===== src/rtl/core/atrp_pkg.sv =====
// Package: shared types, constants and ROM tables of the AT response parser.
`timescale 1ns / 1ps

package atrp_pkg;

    // Command codes (same encoding as the mode input)
    localparam logic [2:0] MODE_AT      = 3'd0;
    localparam logic [2:0] MODE_ATI     = 3'd1;
    localparam logic [2:0] MODE_CCID    = 3'd2;
    localparam logic [2:0] MODE_CPIN    = 3'd3;
    localparam logic [2:0] MODE_CSQ     = 3'd4;
    localparam logic [2:0] MODE_CREG    = 3'd5;
    localparam logic [2:0] MODE_CGATT   = 3'd6;
    localparam logic [2:0] MODE_SYSINFO = 3'd7;

    localparam int MAX_PAYLOAD = 64;
    localparam int COUNT_W     = $clog2(MAX_PAYLOAD + 1);
    localparam int CAPTURE_W   = 6;

    localparam int TAIL_LEN = 6;
    localparam int HDR_MAX  = 16;
    localparam int HIDX_W   = $clog2(HDR_MAX);
    localparam int HLEN_W   = $clog2(HDR_MAX + 1);

    localparam logic [7:0] CH_CR = 8'h0D;
    localparam logic [7:0] CH_LF = 8'h0A;

    // CR LF 'O' 'K' CR LF, padded to a power of two
    localparam logic [7:0] TAIL_ROM [0:7] = '{
        CH_CR, CH_LF, 8'h4F, 8'h4B, CH_CR, CH_LF, 8'h00, 8'h00
    };

    localparam logic [HLEN_W-1:0] HDR_LEN [0:7] = '{
        HLEN_W'(0), HLEN_W'(16), HLEN_W'(8), HLEN_W'(12),
        HLEN_W'(5), HLEN_W'(6),  HLEN_W'(7), HLEN_W'(13)
    };

    // Header bytes per command, unused slots zero
    localparam logic [7:0] HDR_ROM [0:7][0:HDR_MAX-1] = '{
        '{8'h00, 8'h00, 8'h00, 8'h00, 8'h00, 8'h00, 8'h00, 8'h00,
          8'h00, 8'h00, 8'h00, 8'h00, 8'h00, 8'h00, 8'h00, 8'h00},
        // ATI: identification banner
        '{8'h0D, 8'h0A, 8'h4E, 8'h45, 8'h4F, 8'h57, 8'h41, 8'h59,
          8'h0D, 8'h0A, 8'h4E, 8'h37, 8'h32, 8'h30, 8'h0D, 8'h0A},
        // CR LF "+CCID:"
        '{8'h0D, 8'h0A, 8'h2B, 8'h43, 8'h43, 8'h49, 8'h44, 8'h3A,
          8'h00, 8'h00, 8'h00, 8'h00, 8'h00, 8'h00, 8'h00, 8'h00},
        // "+CPIN:" CR LF "OK" CR LF
        '{8'h2B, 8'h43, 8'h50, 8'h49, 8'h4E, 8'h3A, 8'h0D, 8'h0A,
          8'h4F, 8'h4B, 8'h0D, 8'h0A, 8'h00, 8'h00, 8'h00, 8'h00},
        // "+CSQ:"
        '{8'h2B, 8'h43, 8'h53, 8'h51, 8'h3A, 8'h00, 8'h00, 8'h00,
          8'h00, 8'h00, 8'h00, 8'h00, 8'h00, 8'h00, 8'h00, 8'h00},
        // "+CREG:"
        '{8'h2B, 8'h43, 8'h52, 8'h45, 8'h47, 8'h3A, 8'h00, 8'h00,
          8'h00, 8'h00, 8'h00, 8'h00, 8'h00, 8'h00, 8'h00, 8'h00},
        // "+CGATT:"
        '{8'h2B, 8'h43, 8'h47, 8'h41, 8'h54, 8'h54, 8'h3A, 8'h00,
          8'h00, 8'h00, 8'h00, 8'h00, 8'h00, 8'h00, 8'h00, 8'h00},
        // CR LF "$MYSYSINFO:"
        '{8'h0D, 8'h0A, 8'h24, 8'h4D, 8'h59, 8'h53, 8'h59, 8'h53,
          8'h49, 8'h4E, 8'h46, 8'h4F, 8'h3A, 8'h00, 8'h00, 8'h00}
    };

    typedef enum logic [2:0] {
        PH_HEADER  = 3'b001,
        PH_PAYLOAD = 3'b010,
        PH_TAIL    = 3'b100
    } phase_t;

endpackage


===== src/rtl/core/at_response_parser_core.sv =====
// AT response parser core: byte-wide recognizer of modem replies.
`timescale 1ns / 1ps

// One received byte per transaction; one result per byte. The block sustains
// one byte per clock while the result side keeps taking results (result_ready);
// a held result stalls it. A byte is held in an input register, runs through
// one header/tail ROM compare and the counter update, and lands in the result
// register once that is free or being emptied. The parse state (phase, header
// index, tail index, payload count) is updated as the result register loads,
// so the next byte sees it at once. Mode AT only hunts for the CR LF "OK" CR LF
// tail; other modes match their header, then emit payload bytes as indexed
// writes (capture_*) until a CR, then require the rest of the tail. A
// completed reply gives a single-result done_res pulse with the command code
// in done_command. Payload beyond MAX_PAYLOAD bytes is dropped silently.
module at_response_parser_core
    import atrp_pkg::*;
(
    input  logic                 clk,
    input  logic                 rst_n,

    input  logic                 item_valid,
    output logic                 item_ready,
    input  logic [2:0]           mode,
    input  logic [7:0]           rx_byte,

    output logic                 result_valid,
    input  logic                 result_ready,
    output logic                 capture_valid,
    output logic [CAPTURE_W-1:0] capture_index,
    output logic [7:0]           capture_byte,
    output logic                 done_res,
    output logic [2:0]           done_command
);

    // input register
    logic       in_full_reg;
    logic [2:0] mode_reg;
    logic [7:0] byte_reg;

    // parse state
    phase_t              phase_reg,  phase_next;
    logic [HIDX_W-1:0]   head_reg,   head_next;
    logic [2:0]          tail_reg,   tail_next;
    logic [COUNT_W-1:0]  count_reg,  count_next;

    // result register
    logic                 out_valid_reg;
    logic                 cv_reg, cv_next;
    logic [CAPTURE_W-1:0] ci_reg, ci_next;
    logic [7:0]           cb_reg, cb_next;
    logic                 dr_reg, dr_next;
    logic [2:0]           dc_reg, dc_next;

    logic                advance;
    logic                tail_hit;
    logic                head_hit;
    logic [3:0]          tail_nxt;
    logic                tail_nxt_hit;

    // a held byte moves on when the result slot is free or being emptied
    assign advance    = in_full_reg && (!out_valid_reg || result_ready);
    assign item_ready = !in_full_reg || advance;

    assign tail_hit = ({1'b0, tail_reg} < 4'(TAIL_LEN)) && (TAIL_ROM[tail_reg] == byte_reg);
    assign head_hit = ({1'b0, head_reg} < HDR_LEN[mode_reg])
                   && (HDR_ROM[mode_reg][head_reg] == byte_reg);
    assign tail_nxt = {1'b0, tail_reg} + 4'd1;
    assign tail_nxt_hit = (tail_nxt < 4'(TAIL_LEN)) && (TAIL_ROM[tail_nxt[2:0]] == byte_reg);

    always_comb
    begin
        phase_next = phase_reg;
        head_next  = head_reg;
        tail_next  = tail_reg;
        count_next = count_reg;
        cv_next    = 1'b0;
        ci_next    = '0;
        cb_next    = '0;
        dr_next    = 1'b0;
        dc_next    = MODE_AT;

        if (mode_reg == MODE_AT)
        begin
            // plain AT: tail hunt only, other state untouched
            if (tail_hit)
            begin
                if (tail_reg == 3'(TAIL_LEN - 1))
                begin
                    tail_next = '0;
                    dr_next   = 1'b1;
                end
                else
                begin
                    tail_next = tail_reg + 3'd1;
                end
            end
            else
            begin
                tail_next = '0;
            end
        end
        else
        begin
            unique case (phase_reg)
                PH_HEADER:
                begin
                    // mismatch restarts without rechecking this byte
                    if (head_hit)
                    begin
                        if ({1'b0, head_reg} == HDR_LEN[mode_reg] - HLEN_W'(1))
                        begin
                            head_next  = '0;
                            phase_next = PH_PAYLOAD;
                        end
                        else
                        begin
                            head_next = head_reg + HIDX_W'(1);
                        end
                    end
                    else
                    begin
                        head_next = '0;
                    end
                end
                PH_PAYLOAD:
                begin
                    if (tail_hit)
                    begin
                        phase_next = PH_TAIL;
                    end
                    else if (count_reg < COUNT_W'(MAX_PAYLOAD))
                    begin
                        cv_next    = 1'b1;
                        ci_next    = count_reg[CAPTURE_W-1:0];
                        cb_next    = byte_reg;
                        count_next = count_reg + COUNT_W'(1);
                    end
                end
                PH_TAIL:
                begin
                    if (tail_nxt_hit && (tail_nxt == 4'(TAIL_LEN - 1)))
                    begin
                        dr_next    = 1'b1;
                        dc_next    = mode_reg;
                        phase_next = PH_HEADER;
                        head_next  = '0;
                        tail_next  = '0;
                        count_next = '0;
                    end
                    else if (tail_nxt_hit)
                    begin
                        tail_next = tail_nxt[2:0];
                    end
                    else
                    begin
                        // broken tail: start over
                        phase_next = PH_HEADER;
                        head_next  = '0;
                        tail_next  = '0;
                        count_next = '0;
                    end
                end
                default:
                begin
                    phase_next = phase_reg;
                end
            endcase
        end
    end

    always_ff @(posedge clk or negedge rst_n)
    begin
        if (!rst_n)
        begin
            in_full_reg   <= 1'b0;
            out_valid_reg <= 1'b0;
            phase_reg     <= PH_HEADER;
            head_reg      <= '0;
            tail_reg      <= '0;
            count_reg     <= '0;
        end
        else
        begin
            if (item_ready)
            begin
                in_full_reg <= item_valid;
            end
            if (advance)
            begin
                out_valid_reg <= 1'b1;
                phase_reg     <= phase_next;
                head_reg      <= head_next;
                tail_reg      <= tail_next;
                count_reg     <= count_next;
            end
            else if (result_ready)
            begin
                out_valid_reg <= 1'b0;
            end
        end
    end

    always_ff @(posedge clk)
    begin
        if (item_valid && item_ready)
        begin
            mode_reg <= mode;
            byte_reg <= rx_byte;
        end
        if (advance)
        begin
            cv_reg <= cv_next;
            ci_reg <= ci_next;
            cb_reg <= cb_next;
            dr_reg <= dr_next;
            dc_reg <= dc_next;
        end
    end

    assign result_valid  = out_valid_reg;
    assign capture_valid = cv_reg;
    assign capture_index = ci_reg;
    assign capture_byte  = cb_reg;
    assign done_res      = dr_reg;
    assign done_command  = dc_reg;

    // a completion never carries a payload byte
    a_done_no_capture: assert property (@(posedge clk) disable iff (!rst_n)
        result_valid && done_res |-> !capture_valid)
        else $error("done_res together with capture_valid");

    // idle result fields are zero
    a_idle_fields: assert property (@(posedge clk) disable iff (!rst_n)
        result_valid && !capture_valid |-> capture_index == '0 && capture_byte == '0)
        else $error("capture fields set without capture_valid");

    // payload count never passes capacity
    a_count_cap: assert property (@(posedge clk) disable iff (!rst_n)
        count_reg <= COUNT_W'(MAX_PAYLOAD))
        else $error("payload count beyond capacity");

    // state only moves when a transaction is handed to the result register
    a_state_hold: assert property (@(posedge clk) disable iff (!rst_n)
        !advance |=> $stable(phase_reg) && $stable(count_reg) && $stable(head_reg))
        else $error("parse state changed without a transaction");

endmodule

===== config.mk =====
export PLATFORM = sky130hd
export DESIGN_NAME = at_response_parser_core
export DESIGN_NICKNAME = d
export VERILOG_FILES = /design/src/rtl/core/atrp_pkg.sv /design/src/rtl/core/at_response_parser_core.sv
export SDC_FILE = /design/constraint.sdc
export NUM_CORES = 1
export LEC_CHECK = 0
export BUFFER_PORTS_ARGS = -buffer_cell sky130_fd_sc_hd__buf_2
export CAP_MARGIN = 25
export CORE_MARGIN = 8
export CORE_UTILIZATION = 60
export CTS_CLUSTER_DIAMETER = 40
export DETAILED_ROUTE_END_ITERATION = 8
export GPL_TIMING_DRIVEN = 0
export PLACE_DENSITY_LB_ADDON = 0.2
export SYNTH_ARGS = -nofsm -noshare
export SYNTH_HDL_FRONTEND = slang
export SYNTH_SLANG_ARGS = --single-unit

===== constraint.sdc =====
create_clock -name clk -period 3.63 [get_ports clk]
set_input_delay 0.363 -clock clk [delete_from_list [all_inputs] [get_ports clk]]
set_output_delay 0.363 -clock clk [all_outputs]
set_load 0.01 [all_outputs]

# Word-level counts from Yosys, hierarchy flattened
# Memory sizes are Yosys's and may differ from the RTL's.
# Cells that the tools add are included.
# totals
rom_bits	1192
memories	4
input_bits	15
reg_bits	49
word_cells	118
# memory_table
memory	words	width	rd	rd_ports_with_merged_regs	write_ports	line_no	source
(name not given)	8	128	1	0	0	at_response_parser_core.sv:66	&& (HDR_ROM[mode_reg][head_reg] == byte_reg);
(name not given)	8	8	1	0	0	at_response_parser_core.sv:68	assign tail_nxt_hit = (tail_nxt < 4'(TAIL_LEN)) && (TAIL_ROM[tail_nxt[2:0]] == byte_reg);
(name not given)	8	8	1	0	0	at_response_parser_core.sv:64	assign tail_hit = ({1'b0, tail_reg} < 4'(TAIL_LEN)) && (TAIL_ROM[tail_reg] == byte_reg);
(name not given)	8	5	1	0	0	at_response_parser_core.sv:110	if ({1'b0, head_reg} == HDR_LEN[mode_reg] - HLEN_W'(1))
# classes
order_cmp	8
bitwise_logic	9
add_sub_neg	5
n_mux	41
eq_ne	15
n_reduce_logical	23
# ops
op	n
two-way mux 128 bit	2
two-way mux 8 bit	6
two-way mux 3 bit	11
binary-select mux 8 bit (select 4 bit)	1
two-way mux 7 bit	4
equality test 8 bit	3
two-way mux 4 bit	4
one-hot mux 7 bit (2 select lines)	1
>= comparator 4 bit, second input constant	3
inverter 3 -> 4 bit	3
two-way mux 5 bit	2
inequality test 2 bit, second input constant	5
one-hot mux 3 bit (3 select lines)	1
two-way mux 1 bit	8
one-hot mux 4 bit (2 select lines)	1
nonzero test 2 bit	4
adder 7 x 1 -> 7 bit, second input constant	1
less-than comparator 7 bit, second input constant	1
AND reduction 7 bit	1
equality test 3 bit, second input constant	2
logical AND 1 bit	6
AND reduction 6 bit	1
OR reduction 3 bit	2
equality test 4 x 5 -> 1 bit	1
21 further kinds	27

# Depth between registers and ports, before layout
# depth
word_depth	11
ltp_mapped	13
ltp_nobuf	12

# Worst setup path before layout
# Ideal clock, no wire load.
# synth_path
path_type	reg-to-reg
startpoint	register mode_reg[0]
endpoint	register head_reg[1]
t_required_ns	3.538
stages_incl_launch_ff	14
slack_ns	0.834
arrival_time_ns	2.704
setup_time_ns	0.092
cell_sequence	edfxtp_1 buf_2 inv_1 ha_1 nand2_1 ha_1 nor2b_1 o211ai_1 a21oi_1 a311oi_1 o211a_1 nor4b_2 nand2_1 o31ai_2
# synth_between
elab_chain_cells	11
word_cells_on_any_way	21
classes_between	add/sub (1); order compare (1); eq/ne (2); mux (10); bitwise (2); reduce/logical (3); memory (2)
# synth_rtl
element	line_no	source
start, declared	at_response_parser_core.sv:37	logic [2:0] mode_reg;
start signal, assigned	at_response_parser_core.sv:207	mode_reg <= mode;
inverter 3 -> 4 bit (not written as such)	at_response_parser_core.sv:65, at_response_parser_core.sv:66, at_response_parser_core.sv:110	
memory (8 x 128 bit)	-	
two-way mux 128 bit (not written as such) (2 in a row)	at_response_parser_core.sv:66	
binary-select mux 8 bit (select 4 bit)	at_response_parser_core.sv:66	
two-way mux 8 bit (not written as such) (2 in a row)	at_response_parser_core.sv:66	
equality test 8 bit	at_response_parser_core.sv:66	
logical AND 1 bit	at_response_parser_core.sv:66	
two-way mux 4 bit	at_response_parser_core.sv:108	if (head_hit)
one-hot mux 4 bit (2 select lines)	at_response_parser_core.sv:104	unique case (phase_reg)
end signal, assigned	at_response_parser_core.sv:192	head_reg <= head_next;
end, declared	at_response_parser_core.sv:42	logic [HIDX_W-1:0] head_reg, head_next;
# Several ways; a longest one is shown, not always the timed one. The select of a mux whose other input is x is not followed.
# A chain may end at the register's enable or synchronous reset.

# Worst setup path in the final report
# Ends and elaborated chain as after synthesis.

==> results_dict.tcl <==
set metrics [dict create \
    status "finished with violations" \
    violations "hold timing" \
    drt-initial-drc-count 311 \
    area_delta_synth_final_pct 10.69 \
    holdBufCountCts 0 \
    syn_nets 463 \
    drv_slew 0 \
    min_period_ns 3.460 \
    initial_core_util 0.6191 \
    cp.required_ns 3.84 \
    grt_pass1_wl_mm 17.50 \
    die_y_um 96.71 \
    cts.sink_count 49 \
    gr-total-overflow 0 \
    yosys.area.top_type_share 0.2305 \
    ys_ff_latch 49 \
    worstSetupStartpointType "register" \
    clock.fmax_ghz 0.2890 \
    drive_above_1_share 0.1870 \
    worstMarginPinSlew_ns 0.9823 \
    ys_warn_count 0 \
    antenna_found_initial 0 \
    numCtsBuffers 5 \
    power.total_w 0.001496 \
    setup_viol 0 \
    post-dp-hpwl_mm 8.013 \
    track_usage 0.2254 \
    antenna_cells 0 \
    fin_crit_sh 0.9533 \
    worstSetupPathType "register to register" \
    grt_max_degree 23 \
    rows 29 \
    drc 0 \
    syn_area_um2 3909 \
    synth.most_common_cell "nand2_1" \
    dieArea_um2 9353 \
    detail_route.wl_per_cell_um 19.55 \
    synthTopCellsByArea "edfxtp_1 (23%), dfrtp_1 (12%), ha_1 (6.4%), nand2_1 (3.6%), and2_1 (3.5%)" \
    hold_violations 18 \
    synth_cell_types 78 \
    core_area_um2 6314 \
    synth_cells 428 \
    cp.arrival_ns 3.67 \
    fin_tns_setup_ns 0 \
    p_leak_nw 1.777 \
    routed_wl_mm 10.81 \
    relSlewSlack 0.3452 \
    ys_seq_area_frac 0.3524 \
    yosys-top-cells-count "nand2_1 (37), edfxtp_1 (30), nor2_1 (26), and2_1 (22)" \
    htree_levels 2 \
    cts_tree "built" \
    async_flop_share 0.3878 \
    postSynthAreaPerCell_um2 9.133 \
    dr.pass1.iters 5 \
    clkTransAtPathRegs_ns 0.09 \
    cts_max_path_buffers 2 \
    io_buffers 35 \
    clkLatencyLatePin_ns 0.31 \
    worstSetupEndpointType "register" \
    ios 36 \
    hold_path.class "input pin to async pin" \
    fin_util 0.6853 \
    fin_skew_ns 0.01234 \
    grt_pass1_vias 3457 \
    rsz0062_at_grt "false" \
    synth_top_cell_by_area "edfxtp_1" \
    routed-via-count 3631 \
    peakVddDrop_mv 0.3355 \
    final_net_count 510 \
    clock-root-buffer "clkbuf_8" \
    powerDensity_nw_per_um2 345.7 \
    place.gp.congestion 1.036 \
    cp_max_fo 10 \
    die_w_um 96.71 \
    ant_nets 0 \
    maxCapViolations 0 \
    synth_edf_count 30 \
    routed_via_density 6.566 \
    synthFlopType "edfxtp_1" \
    whs_ns -0.01850 \
]
-- cell type report --
| class | count | area (µm²) |
|---|---|---|
| plain buffers | 30 | 175.2 |
| clock buffers | 5 | 68.82 |
| fillers | 509 | 1987 |
| inverters | 22 | 82.58 |
| flip-flops and latches | 49 | 1378 |
| repair buffers | 40 | 212.7 |
| multi-input cells | 327 | 2292 |
| clock inverters | 3 | 21.27 |
| well taps | 77 | 96.34 |
-- critical path: stages, from the launching register on --
cell and delay (ns):
edfxtp_1 0.42, ha_1 0.17, clkbuf_1 0.39, clkbuf_1 0.43
a21oi_1 0.14, ha_1 0.30, a21oi_1 0.15, a21oi_1 0.10
a311oi_1 0.29, o211a_1 0.25, nor4b_4 0.32, nand2_1 0.17
o31ai_2 0.24
-- stage by stage --
step | cell area, µm² | instances | setup slack, ns
after global routing | 4327 | 553 | 0.01865
after floorplan | 3909 | 428 | 0.8345
after detailed placement | 4180 | 540 | 0.004738
final | 4327 | 553 | 0.1695
after global placement | 4180 | 540 | 0.1353
after CTS | 4279 | 548 | 0.09335
-- power breakdown --
group	leakage [nW]	switching [W]	internal, W
clock network	0.0445	0.000185	0.000137
registers	0.532	0.0000403	0.000642
logic	1.20	0.000302	0.000189
total	1.78	0.000528	0.000968
-- routing by layer --
metal	track usage	part of all wire	up-vias
met5	0	0	-
met4	0.09349	0.028	0
li1	-	-	1657
met2	0.3375	0.44	231
met1	0.3019	0.43	1713
met3	0.05477	0.10	30
-- cell usage in the layout, fill, tap and decap left out, types with 3 or more instances in the layout --
| cell type | count |
|---|---|
| a21o_1 | 3 |
| mux2_2 | 4 |
| and2_1 | 22 |
| dfrtp_1 | 18 |
| inv_1 | 18 |
| xor2_1 | 7 |
| o21ai_0 | 15 |
| o311ai_1 | 3 |
| mux2i_1 | 10 |
| clkbuf_1 | 9 |
| nor3_1 | 8 |
| nand3b_1 | 4 |
| a31oi_1 | 6 |
| xnor2_1 | 10 |
| a32oi_1 | 4 |
| ha_1 | 19 |
| a21oi_1 | 17 |
| o221ai_1 | 4 |
| a211oi_1 | 3 |
| buf_6 | 5 |
| nand2_1 | 37 |
| nor2b_1 | 18 |
| o2111ai_1 | 4 |
| o22ai_1 | 3 |
| o21ai_1 | 4 |
| nand3_1 | 11 |
| nor2_1 | 26 |
| buf_4 | 6 |
| o21a_1 | 3 |
| o211ai_1 | 10 |
| buf_2 | 48 |
| clkbuf_8 | 5 |
| nand4_1 | 4 |
| a221oi_1 | 3 |
| nand2b_1 | 16 |
| edfxtp_1 | 30 |
-- final timing paths --
kind / start / end / slack [ns] / cells past startpoint
max: mode_reg[0] / head_reg[1] / 0.17 / 12
min: rst_n / count_reg[3] / -0.02 / 1
max reg2reg: mode_reg[0] / head_reg[1] / 0.17 / 12
min reg2reg: in_full_reg / result_valid / 0.50 / 1
max in group asynchronous: rst_n / phase_reg[0] / 3.31 / 1
min in group clk: rx_byte[1] / byte_reg[1] / 0.22 / 1
-- logic make-up after synthesis --
family / after synthesis / synth area share
AO/OA/AOI/OAI: 108 / 0.2013
XOR/XNOR: 17 / 0.03809
adder cells (fa/ha/maj): 20 / 0.06402
buffers and inverters: 52 / 0.06530
flip-flops: 49 / 0.3524
multiplexers: 16 / 0.04289
AND/OR/NAND/NOR: 166 / 0.2359
-- repair_timing --
action | CTS | global route
buffers inserted | 0 | 5
setup endpoints to repair | 1 | 6
resized for setup | 1 | 4
cloned | 0 | 0
(Power assumes the default switching activity.)
